`src/rtl/square_wave_sound_channel_defines.svh`:
```
// Assertion helpers for the square channel RTL.
`ifndef SQUARE_WAVE_SOUND_CHANNEL_DEFINES_SVH
`define SQUARE_WAVE_SOUND_CHANNEL_DEFINES_SVH

// Same-cycle implication on i_clk, disabled during reset.
`define SQWV_ASSERT_NOW(label, ante, cons, msg) \
    label: assert property (@(posedge i_clk) disable iff (!i_rst_n) (ante) |-> (cons)) \
        else $error(msg);

// Next-cycle implication on i_clk, disabled during reset.
`define SQWV_ASSERT_NEXT(label, ante, cons, msg) \
    label: assert property (@(posedge i_clk) disable iff (!i_rst_n) (ante) |=> (cons)) \
        else $error(msg);

`endif

```
`src/rtl/sqwv_pkg.sv`:
```
package sqwv_pkg;

    typedef enum logic [1:0] {
        CMD_CLOCK  = 2'd0,
        CMD_LENGTH = 2'd1,
        CMD_ENV    = 2'd2,
        CMD_WRITE  = 2'd3
    } t_cmd;

    typedef enum logic [1:0] {
        REG_DUTY    = 2'd0,
        REG_ENV     = 2'd1,
        REG_FREQ_LO = 2'd2,
        REG_CTRL    = 2'd3
    } t_reg_sel;

    typedef struct packed {
        t_cmd       cmd;
        t_reg_sel   sel;
        logic [7:0] data;
    } t_item;

    localparam int unsigned REG_COUNT      = 4;
    localparam int unsigned BIT_LEN_ENABLE = 6;
    localparam int unsigned BIT_ENV_UP     = 3;

    localparam logic [13:0] TIMER_RESET = 14'd1;
    localparam logic [6:0]  LENGTH_FULL = 7'd64;
    localparam logic [11:0] FREQ_BASE   = 12'd2048;
    localparam logic [3:0]  VOLUME_MAX  = 4'd15;

    // Bit n of a pattern plays at phase n.
    localparam logic [7:0] DUTY_PATTERN [4] = '{8'h01, 8'h81, 8'h87, 8'h7E};

    // Envelope period; zero counts as eight.
    function automatic logic [3:0] period_load(input logic [7:0] v);
        return (v[2:0] == 3'd0) ? 4'd8 : {1'b0, v[2:0]};
    endfunction

endpackage

```
`src/rtl/sqwv_core.sv`:
```
module sqwv_core
    import sqwv_pkg::*;
(
    input  logic        i_clk,
    input  logic        i_rst_n,
    input  logic        i_step,
    input  t_item       i_item,
    output logic [7:0]  o_sample,
    output logic        o_channel_on
);

    logic [7:0]  r_regs [REG_COUNT];
    logic [7:0]  n_regs [REG_COUNT];
    logic [13:0] r_freq_timer, n_freq_timer;
    logic [2:0]  r_phase, n_phase;
    logic [6:0]  r_len, n_len;
    logic [3:0]  r_env_count, n_env_count;
    logic [3:0]  r_vol, n_vol;
    logic        r_env_active, n_env_active;
    logic        r_chan_en, n_chan_en;
    logic [7:0]  r_sample, n_sample;

    logic [13:0] w_timer_dec;
    logic [10:0] w_freq;
    logic [11:0] w_reload;
    logic [6:0]  w_len_dec;
    logic [3:0]  w_env_dec;
    logic [7:0]  w_pattern;

    assign w_timer_dec = r_freq_timer - 14'd1;
    assign w_freq      = {r_regs[REG_CTRL][2:0], r_regs[REG_FREQ_LO]};
    assign w_reload    = FREQ_BASE - {1'b0, w_freq};
    assign w_len_dec   = r_len - 7'd1;
    assign w_env_dec   = r_env_count - 4'd1;
    assign w_pattern   = DUTY_PATTERN[r_regs[REG_DUTY][7:6]];

    always_comb begin
        n_regs       = r_regs;
        n_freq_timer = r_freq_timer;
        n_phase      = r_phase;
        n_len        = r_len;
        n_env_count  = r_env_count;
        n_vol        = r_vol;
        n_env_active = r_env_active;
        n_chan_en    = r_chan_en;
        n_sample     = r_sample;
        unique case (i_item.cmd)
            CMD_CLOCK: begin
                n_freq_timer = w_timer_dec;
                if (w_timer_dec == 14'd0) begin
                    n_freq_timer = {w_reload, 2'b00};
                    n_phase      = r_phase + 3'd1;
                end
                // volume * 17 is the volume nibble repeated
                n_sample = w_pattern[n_phase] ? {r_vol, r_vol} : 8'd0;
            end
            CMD_LENGTH: begin
                if (r_len != 7'd0 && r_regs[REG_CTRL][BIT_LEN_ENABLE]) begin
                    n_len = w_len_dec;
                    if (w_len_dec == 7'd0) begin
                        n_chan_en = 1'b0;
                    end
                end
            end
            CMD_ENV: begin
                if (r_env_active) begin
                    n_env_count = w_env_dec;
                    if (w_env_dec == 4'd0) begin
                        n_env_count = period_load(r_regs[REG_ENV]);
                        if (r_regs[REG_ENV][2:0] != 3'd0) begin
                            // stop at the edge instead of wrapping
                            if (r_regs[REG_ENV][BIT_ENV_UP]) begin
                                if (r_vol == VOLUME_MAX) begin
                                    n_env_active = 1'b0;
                                end else begin
                                    n_vol = r_vol + 4'd1;
                                end
                            end else begin
                                if (r_vol == 4'd0) begin
                                    n_env_active = 1'b0;
                                end else begin
                                    n_vol = r_vol - 4'd1;
                                end
                            end
                        end
                    end
                end
            end
            CMD_WRITE: begin
                n_regs[i_item.sel] = i_item.data;
                unique case (i_item.sel)
                    REG_DUTY: begin
                        n_len = LENGTH_FULL - {1'b0, i_item.data[5:0]};
                    end
                    REG_ENV: begin
                        if (i_item.data[7:3] == 5'd0) begin
                            n_chan_en = 1'b0;
                        end
                        n_env_count = period_load(i_item.data);
                        n_vol       = i_item.data[7:4];
                    end
                    REG_FREQ_LO: begin
                    end
                    REG_CTRL: begin
                        if (i_item.data[BIT_LEN_ENABLE]) begin
                            n_env_active = 1'b1;
                        end
                    end
                    default: begin
                    end
                endcase
            end
            default: begin
            end
        endcase
    end

    always_ff @(posedge i_clk) begin
        if (!i_rst_n) begin
            for (int i = 0; i < REG_COUNT; i++) begin
                r_regs[i] <= 8'd0;
            end
            r_freq_timer <= TIMER_RESET;
            r_phase      <= 3'd0;
            r_len        <= 7'd0;
            r_env_count  <= 4'd0;
            r_vol        <= 4'd0;
            r_env_active <= 1'b0;
            r_chan_en    <= 1'b1;
            r_sample     <= 8'd0;
        end else if (i_step) begin
            r_regs       <= n_regs;
            r_freq_timer <= n_freq_timer;
            r_phase      <= n_phase;
            r_len        <= n_len;
            r_env_count  <= n_env_count;
            r_vol        <= n_vol;
            r_env_active <= n_env_active;
            r_chan_en    <= n_chan_en;
            r_sample     <= n_sample;
        end
    end

    assign o_sample     = n_sample;
    assign o_channel_on = n_chan_en;

endmodule

```
`src/rtl/square_wave_sound_channel.sv`:
```
// Datapath: an item is taken into the input register, then passes into the result register.
// Throughput: one item per cycle while the output is not stalled; the channel state updates in a single pass.
// Input stalls only while the input register is full and a result is held in the output register under output stall.
// Reset (synchronous, active low): registers 0, timer 1, channel enabled, no valid data.
`include "square_wave_sound_channel_defines.svh"

module square_wave_sound_channel
    import sqwv_pkg::*;
(
    input  logic       i_clk,
    input  logic       i_rst_n,
    input  logic       i_valid,
    output logic       o_stall,
    input  logic [1:0] i_command,
    input  logic [1:0] i_reg_select,
    input  logic [7:0] i_write_data,
    output logic       o_valid,
    input  logic       i_stall,
    output logic [7:0] o_sample,
    output logic       o_channel_on
);

    logic       r_in_valid;
    t_item      r_in_item;
    logic       r_out_valid;
    logic [7:0] r_out_sample;
    logic       r_out_channel_on;

    logic       w_advance;
    logic       w_in_xfer;
    logic [7:0] w_sample;
    logic       w_channel_on;

    assign w_advance = r_in_valid && (!r_out_valid || !i_stall);
    assign o_stall   = r_in_valid && r_out_valid && i_stall;
    assign w_in_xfer = i_valid && !o_stall;

    always_ff @(posedge i_clk) begin
        if (!i_rst_n) begin
            r_in_valid <= 1'b0;
        end else if (w_in_xfer) begin
            r_in_valid <= 1'b1;
        end else if (w_advance) begin
            r_in_valid <= 1'b0;
        end
    end

    always_ff @(posedge i_clk) begin
        if (w_in_xfer) begin
            r_in_item.cmd  <= t_cmd'(i_command);
            r_in_item.sel  <= t_reg_sel'(i_reg_select);
            r_in_item.data <= i_write_data;
        end
    end

    sqwv_core u_core (
        .i_clk        (i_clk),
        .i_rst_n      (i_rst_n),
        .i_step       (w_advance),
        .i_item       (r_in_item),
        .o_sample     (w_sample),
        .o_channel_on (w_channel_on)
    );

    always_ff @(posedge i_clk) begin
        if (!i_rst_n) begin
            r_out_valid <= 1'b0;
        end else if (w_advance) begin
            r_out_valid <= 1'b1;
        end else if (!i_stall) begin
            r_out_valid <= 1'b0;
        end
    end

    always_ff @(posedge i_clk) begin
        if (w_advance) begin
            r_out_sample     <= w_sample;
            r_out_channel_on <= w_channel_on;
        end
    end

    assign o_valid      = r_out_valid;
    assign o_sample     = r_out_sample;
    assign o_channel_on = r_out_channel_on;

    `SQWV_ASSERT_NOW(a_stall_only_when_blocked, o_stall, o_valid && i_stall, "stray stall")
    `SQWV_ASSERT_NOW(a_sample_times_17, o_valid, o_sample[7:4] == o_sample[3:0], "bad sample")
    `SQWV_ASSERT_NEXT(a_channel_stays_off, o_valid && !o_channel_on, !o_channel_on, "back on")

endmodule
```
`config.mk`:
```
export PLATFORM = sky130hd
export DESIGN_NAME = square_wave_sound_channel
export DESIGN_NICKNAME = d
export VERILOG_FILES = /design/src/rtl/sqwv_pkg.sv /design/src/rtl/sqwv_core.sv /design/src/rtl/square_wave_sound_channel.sv
export VERILOG_INCLUDE_DIRS = /design/src /design/src/rtl
export SDC_FILE = /design/constraint.sdc
export NUM_CORES = 1
export LEC_CHECK = 0
export BUFFER_PORTS_ARGS = -buffer_cell sky130_fd_sc_hd__buf_2
export CAP_MARGIN = 20
export CORE_AREA = 2 2 99 101
export DETAILED_ROUTE_END_ITERATION = 6
export DIE_AREA = 0 0 101 103
export PLACE_DENSITY = 0.65
export SLEW_MARGIN = 10
export SYNTH_ARGS = -nofsm -noshare
export SYNTH_HDL_FRONTEND = slang
export SYNTH_SLANG_ARGS = --single-unit
```
`constraint.sdc`:
```
create_clock -name i_clk -period 4 [get_ports i_clk]
set_input_delay 1 -clock i_clk [delete_from_list [all_inputs] [get_ports i_clk]]
set_output_delay 1 -clock i_clk [all_outputs]
set_load 0.02 [all_outputs]
```
# Word level (Yosys, flattened, before mapping)

Cells that the tools add are included.
Widths: inputs -> output; s select.

Bitwise operators: 2
Equal/unequal tests: 17
Reductions and logical operators: 30
Muxes and demuxes: 48
Add/subtract/negate cells: 8
Order comparisons: 4

Operators with widths:

| operator               | count |
|---|---|
| $mux 4                 | 12 |
| $mux 8                 | 5 |
| $bwmux 32              | 1 |
| $mux 1                 | 17 |
| $bmux 8 s2             | 1 |
| $demux 8 s2            | 1 |
| $pmux 4 s2             | 2 |
| $logic_not 14->1       | 1 |
| $mux 14                | 1 |
| $mux 7                 | 2 |
| $pmux 7 s2             | 1 |
| $sub 14x1->14 const B  | 1 |
| $ne 2x1->1 const B     | 6 |
| $reduce_and 4->1       | 3 |
| $sub 12x11->12 const A | 1 |
| $logic_not 4->1        | 2 |
| $reduce_and 8->1       | 1 |
| $sub 4x1->4 const B    | 2 |
| $logic_not 7->1        | 1 |
| $reduce_bool 7->1      | 1 |
| $sub 7x1->7 const B    | 1 |
| $sub 7x6->7 const A    | 1 |
| $eq 2x2->1 const B     | 3 |
| $ge 3x3->1 const B     | 2 |
| other kinds (22)       | 40 |

Word-level logic and storage cells: 128
Output and inout bits: 11
Register bits after elaboration: 97

# Longest topological paths before layout

Gate-level depths: netlist (run 1).

Word-level depth: 8
Gate-level depth with buffers: 14
Depth with buffers taken out: 10

# Hierarchy

A second synthesis (run 1) with hierarchy kept.

Cells, all modules: 532
Area total of the unflattened synthesis: 4559.4 um2

By module, submodules not included:

| module                    | times used | area each (um2) | cells each | sequential area each (um2) |
|---|---|---|---|---|
| sqwv_core                 | 1          | 3844.9          | 503        | 1201.2 |
| square_wave_sound_channel | 1          | 714.4           | 29         | 670.6 |

# Worst setup path before layout (run 1)

Ideal clock, no wire load.

Kind: reg2reg
Start: register u_core.r_freq_timer[0]
End: register r_out_sample[2] (netlist: o_sample[2]) (data pin)
Path buffers: 4
Period minus slack after synthesis: 3228 ps
Data required time: 3742 ps
Setup time: 258 ps
Path slack: 772 ps
Arrival: 2970 ps
Stages on the path, launching flop included: 15
Cell sequence: dfxtp_1 > clkbuf_1 > inv_1 > ha_1 > buf_2 > or4b_4 > or4_4 > a22oi_2 > o2111a_2 > and2_4 > buf_2 > o21ai_2 > a32oi_4 > buf_8 > o21ai_1

Cells in the longest elaborated chain, start to end: 8

Ends and longest elaborated chain:

| element                      | RTL line                        | text |
|---|---|---|
| start: declaration           | sqwv_core.sv:14                 | `logic [13:0] r_freq_timer, n_freq_timer;` |
| start signal: assignment     | sqwv_core.sv:133                | `r_freq_timer <= n_freq_timer;` |
| $sub 14x1->14                | sqwv_core.sv:30                 | `assign w_timer_dec = r_freq_timer - 14'd1;` |
| $logic_not 14->1             | sqwv_core.sv:50                 | `if (w_timer_dec == 14'd0) begin` |
| $mux 3                       | sqwv_core.sv:50                 |  |
| $mux 3                       | sqwv_core.sv:47                 | `unique case (i_item.cmd)` |
| $bmux 1 s3                   | sqwv_core.sv:55                 | `n_sample = w_pattern[n_phase] ? {r_vol, r_vol} : 8'd0;` |
| $mux 1 (not written as such) | sqwv_core.sv:55                 |  |
| $mux 8                       | sqwv_core.sv:55                 |  |
| $mux 8                       | sqwv_core.sv:47                 |  |
| via u_core.o_sample[2]       | sqwv_core.sv:8                  | `output logic [7:0] o_sample,` |
| end signal: assignment       | square_wave_sound_channel.sv:77 | `r_out_sample <= w_sample;` |
| end: declaration             | square_wave_sound_channel.sv:26 | `logic [7:0] r_out_sample;` |

The timed path passes the listed nets, and every way through them passes these cells. The select of a mux whose other input is x is not followed.
A chain may end at the register's enable or synchronous reset.

# Worst setup path in the final report (run 1)

Start: register u_core.r_freq_timer[1]
End: register r_out_sample[1] (netlist: o_sample[1]) (data pin)

Same word-level chain as after synthesis.

==> results_dict.tcl, run 1 <==
set metrics [dict create \
    status "complete, no violations" \
    post_cts_resized 0 \
    place_congestion 0.851 \
    regToRegSetupSlack_ns 0.33 \
    p_per_area_mw_per_mm2 345 \
    clock-skew-final_ns 0.0120 \
    place_inst 645 \
    syn_avg_cell_area_um2 8.55 \
    root_buffer "clkbuf_8" \
    viasPerCell 5.74 \
    grt.total_usage_pct 20.4 \
    clkLatencyLatePin_ns 0.36 \
    arrival_ns 3.76 \
    post_layout_nonfiller_instances 661 \
    area_delta_synth_final_pct 8.09 \
    postSynthRegisterBits 83 \
    detail_route.wl_per_cell_um 14.9 \
    yosys_warnings 0 \
    dp_hpwl_um 7000 \
    clkTransAtPathRegs_ns 0.09 \
    synth_edf_count 21 \
    utilization_pct 51.8 \
    initial_core_util_pct 47.9 \
    drt_wl_total_um 9850 \
    holdWs_ns 0.463 \
    grt-ovfl-total 0 \
    synth_top_cell_by_area "dfxtp_1" \
    drt_iter0_drc 228 \
    io_pins 27 \
    placed_cell_area_mm2 0.00470 \
    ant_nets 0 \
    fin_crit_sh_pct 91.8 \
    cp-start-kind "register" \
    drcViolationCount 0 \
    grt_pass1_vias 3563 \
    cts_setup_buffers 0 \
    cts_buffers 9 \
    layout_commonest_cell "nor2_1" \
    async_reset_ff_share_pct 0 \
    cts_tree "done" \
    period_minus_slack_ns 3.67 \
    final_design_area_no_fill_mm2 0.00490 \
    synthCells 530 \
    num_vias 3795 \
    register_area_mm2 0.00187 \
    crit_type "reg -> reg" \
    mostFrequentLayoutCells "65 x nor2_1, 62 x dfxtp_1, 56 x nand2_1, 46 x a21oi_1, 31 x nand3_1" \
    num_rows 36 \
    required_ns 4.09 \
    slowest_delay_ns 0.60 \
    finalHoldViolCount 0 \
    cts_sinks 83 \
    rsz0062_at_grt "false" \
    fillers 902 \
    multiInputGateArea_mm2 0.00244 \
    netlist_top_cells_area "dfxtp_1 27%, edfxtp_1 14%, nor2_1 5.4%" \
    min_path_type "reg -> reg" \
    core_area_mm2 0.00946 \
    die_w_um 101 \
    netlist_area_mm2 0.00453 \
    drv_cap 0 \
    clock_path_buffers 2 \
    cp_max_fo 21 \
    max-slew-margin-rel_pct 36.2 \
    diodes 0 \
    synthFlopType "dfxtp_1" \
    die_h_um 103 \
    synth_top_area_share_pct 27.4 \
    ys_seq_area_share_pct 41.3 \
    port_buffers 26 \
    tightest_slew_ns 0.955 \
    grt_max_degree 25 \
    htreeDepth 3 \
    endpoint_kind "register" \
    grt_pass1_wl_um 17000 \
    fp.dieArea_mm2 0.0104 \
    syn-num-nets 562 \
    synth_cell_types 71 \
    maxSlewViolCount 0 \
    cts_hold_buffers 0 \
    finalSetupTns_ns 0 \
    cp_slowest_cell "a32oi_4" \
    path_cells "inv_1, ha_1, or4b_4, or4_4, a22oi_2, o2111a_2, and2_4, o21ai_0, a32oi_4, o21ai_1" \
    ir_drop_uv 242 \
    fmax_mhz 272 \
    drive_gt1_share_pct 13.2 \
    antenna_found_initial 0 \
    nNetsFinal 574 \
    detailedRoute.firstPassIterationCount 5 \
    p_leak_nw 1.82 \
    setup_violations 0 \
]
[state kept, by name, summed over array words and instances (netlist names)]
signal               cells
o_valid                  1
r_in_item               12
u_core.r_sample          8
u_core.r_env_count       4
u_core.r_regs           18
u_core.r_len             7
u_core.r_vol             4
u_core.r_freq_timer     14
o_channel_on             1
o_sample                 8
u_core.r_phase           3
u_core.r_env_active      1
r_in_valid               1
u_core.r_chan_en         1
[layout make-up]
| class | count | area share (%) |
|---|---|---|
| clock inverter | 7 | 1.53 |
| clock buffer | 9 | 2.53 |
| timing repair buffer | 30 | 3.27 |
| inverter | 21 | 1.61 |
| sequential | 83 | 38.2 |
| tap | 114 | 2.91 |
| multi-input combinational | 397 | 49.9 |
[power by group]
group          switching [mW]  internal, mW  total [mW]  leakage, nW
Sequential             0.0208         0.877       0.897        0.701
Clock                   0.325         0.292       0.617       0.0939
Combinational           0.113        0.0608       0.174         1.02
Total                   0.458          1.23        1.69         1.82
[Yosys cell counts, types with 2 or more instances]
master    count
nor2b_1       3
a311o_1       2
nand2_1      56
and3_1        4
a211oi_1      5
o21ai_2       8
a22oi_1       3
a211o_1       4
o211ai_1      2
nor2_1       65
inv_1        20
or2_2         3
clkbuf_1     21
xnor2_1      14
or4_4         2
nor4b_1       2
or3_4         2
a31oi_1       8
nand3_1      31
a311oi_1      3
ha_1         15
o22ai_1       3
o21ai_1      10
nor4_1        3
edfxtp_1     21
or3_1         9
dfxtp_1      62
o21ai_0      18
buf_2         6
mux2i_1      10
xor2_1        8
nor3_1       20
o31ai_1       2
a21oi_1      46
nor3b_1       2
a221oi_1      2
[worst paths after layout]
kind | from | endpoint | cells after the start
worst min register to register | u_core.r_sample[7]$_SDFFE_PN0P_ | u_core.r_sample[7]$_SDFFE_PN0P_ | 2
worst max-delay path | u_core.r_freq_timer[1]$_SDFFE_PN0P_ | o_sample[1]$_DFFE_PP_ | 10
worst min-delay path | u_core.r_sample[7]$_SDFFE_PN0P_ | u_core.r_sample[7]$_SDFFE_PN0P_ | 2
worst max register to register | u_core.r_freq_timer[1]$_SDFFE_PN0P_ | o_sample[1]$_DFFE_PP_ | 10
[metal layers]
| metal | vias up | routed length [um] | GRT usage, % |
|---|---|---|---|
| met5 | - | 0 | 0 |
| met4 | 0 | 165 | 7.07 |
| li1 | 1926 | - | - |
| met3 | 13 | 369 | 3.05 |
| met2 | 93 | 4500 | 32.5 |
| met1 | 1763 | 4810 | 28.5 |
[stage by stage]
| step | total power [mW] | setup slack (ns) |
|---|---|---|
| 2_1_floorplan | 1.05 | 0.772 |
| 5_1_grt | 1.76 | 0.117 |
| 4_1_cts | 1.71 | 0.334 |
| 3_3_place_gp | 1.09 | 0.479 |
| 6_report | 1.69 | 0.327 |
| 3_5_place_dp | 1.09 | 0.362 |
[worst max-delay path: cells and delay by family, from the launching register on]
family                     cells  cell delay, ns
AOI/OAI and AO/OA              5            1.30
adders and majority gates      1            0.31
buffers and inverters          1            0.11
DFF                            1            0.38
and+or+nand+nor                3            1.30
[logic make-up (layout without fill, tap and decap cells)]
family | count (synthesis) | after routing | share of synthesized area (%)
DFF | 83 | 83 | 41.3
buffers and inverters | 50 | 67 | 4.72
adders and majority gates | 16 | 16 | 4.58
AOI/OAI and AO/OA | 130 | 130 | 18.7
and+or+nand+nor | 217 | 217 | 23.6
muxes | 11 | 11 | 2.46
xor gates and xnor gates | 23 | 23 | 4.61
Note: power is estimated with default switching activity, not from simulation.
==> run 2, diff against run 1 <==
- CORE_AREA: 2 2 99 101 -> 2 2 90 92
- CTS_CLUSTER_SIZE: unset -> 25
- DIE_AREA: 0 0 101 103 -> 0 0 92 94
- PLACE_DENSITY: 0.65 -> 0.77
==> results_dict.tcl, run 2 (same netlist as run 1, synthesis figures left out) <==
set metrics [dict create \
    status "complete, no violations" \
    crit_type "reg -> reg" \
    viasPerCell 5.90 \
    ant_nets 0 \
    drcViolationCount 0 \
    area_delta_synth_final_pct 8.20 \
    grt_pass1_vias 3644 \
    mostFrequentLayoutCells "65 x nor2_1, 62 x dfxtp_1, 56 x nand2_1, 46 x a21oi_1, 31 x nand3_1" \
    rsz0062_at_grt "false" \
    clock-skew-final_ns 0.0111 \
    initial_core_util_pct 59.6 \
    fp.dieArea_mm2 0.00865 \
    drv_cap 0 \
    maxSlewViolCount 0 \
    cts_sinks 83 \
    layout_setup_ws_ns 0.278 \
    min_path_type "reg -> reg" \
    cts_setup_buffers 0 \
    layout_commonest_cell "nor2_1" \
    drive_gt1_share_pct 13.0 \
    arrival_ns 3.80 \
    grt_max_degree 28 \
    num_rows 32 \
    htreeDepth 3 \
    finalSetupTns_ns 0 \
    fmax_mhz 269 \
    drt_iter0_drc 258 \
    endpoint_kind "register" \
    grt_pass1_wl_um 16900 \
    utilization_pct 64.4 \
    cp-start-kind "register" \
    final_design_area_no_fill_mm2 0.00490 \
    cts_buffers 9 \
    cts_tree "done" \
    post_layout_nonfiller_instances 648 \
    cp_max_fo 21 \
    ir_drop_uv 257 \
    clock_path_buffers 2 \
    antenna_found_initial 0 \
    fin_crit_sh_pct 93.1 \
    finalHoldViolCount 0 \
    root_buffer "clkbuf_8" \
    core_area_mm2 0.00761 \
    required_ns 4.07 \
    post_cts_resized 0 \
    die_h_um 94 \
    largest_register_ffs 18 \
    place_inst 632 \
    placed_cell_area_mm2 0.00468 \
    clkTransAtPathRegs_ns 0.09 \
    dp_hpwl_um 6940 \
    cts_hold_buffers 0 \
    p_leak_nw 1.83 \
    detail_route.wl_per_cell_um 15.3 \
    diodes 0 \
    total_power_mw 1.76 \
    die_w_um 92 \
    top_register "u_core.r_regs" \
    holdWs_ns 0.466 \
    io_pins 27 \
    max-slew-margin-rel_pct 39.0 \
    port_buffers 26 \
    detailedRoute.firstPassIterationCount 5 \
    nNetsFinal 573 \
    dp_worst_setup_slack_ns 0.349 \
    tightest_slew_ns 0.913 \
    place_congestion 0.948 \
    grt.total_usage_pct 24.3 \
    setup_violations 0 \
    period_minus_slack_ns 3.72 \
    clkLatencyLatePin_ns 0.35 \
    grt-ovfl-total 0 \
    num_vias 3826 \
    reg.largest.list "u_core.r_regs (18), u_core.r_freq_timer (14), r_in_item (12)" \
    p_per_area_mw_per_mm2 358 \
    drt_wl_total_um 9900 \
]
run 2: cell types whose count changed in the layout (fill, tap and decap cells not counted), sizes merged:
cell,change
clkbuf,+2
buf,-1
bufinv,+1
clkinv,-1
clkinvlp,-1
inv,-1
run 2: critical path: stages, from the launching register on:
cell	delay [ns]
dfxtp_1	0.40
inv_1	0.09
ha_1	0.32
or4b_4	0.54
or4_4	0.45
a22oi_2	0.13
o2111a_2	0.27
and2_4	0.31
o21ai_0	0.17
a32oi_4	0.62
o21ai_1	0.14
run 2: final timing paths:
| path | startpoint | to | slack, ns | cells after the start |
|---|---|---|---|---|
| max | u_core.r_freq_timer[0]$_SDFFE_PN1P_ | o_sample[1]$_DFFE_PP_ | 0.28 | 10 |
| max reg2reg | u_core.r_freq_timer[0]$_SDFFE_PN1P_ | o_sample[1]$_DFFE_PP_ | 0.28 | 10 |
| min reg2reg | u_core.r_sample[0]$_SDFFE_PN0P_ | u_core.r_sample[0]$_SDFFE_PN0P_ | 0.47 | 2 |
| min | u_core.r_sample[0]$_SDFFE_PN0P_ | u_core.r_sample[0]$_SDFFE_PN0P_ | 0.47 | 2 |
run 2: per-layer routing:
layer / GRT usage (%) / share of wire, % / wire, um
met1: 32.0 / 47 / 4670
met3: 4.65 / 4.8 / 471
met5: 0 / 0 / 0
met4: 7.21 / 1.1 / 109
met2: 40.7 / 47 / 4650
run 2: final cells by class:
type	count	area, um^2
timing repair buffer	29	153
sequential	83	1870
inverter	21	78.8
clock buffer	11	141
clock inverter	5	85.1
tap	102	128
fill	645	2710
multi-input combinational	397	2440
run 2: power breakdown:
part	internal [mW]	switching (mW)	total, mW
clock network	0.373	0.315	0.688
registers	0.877	0.0209	0.897
logic	0.0599	0.112	0.172
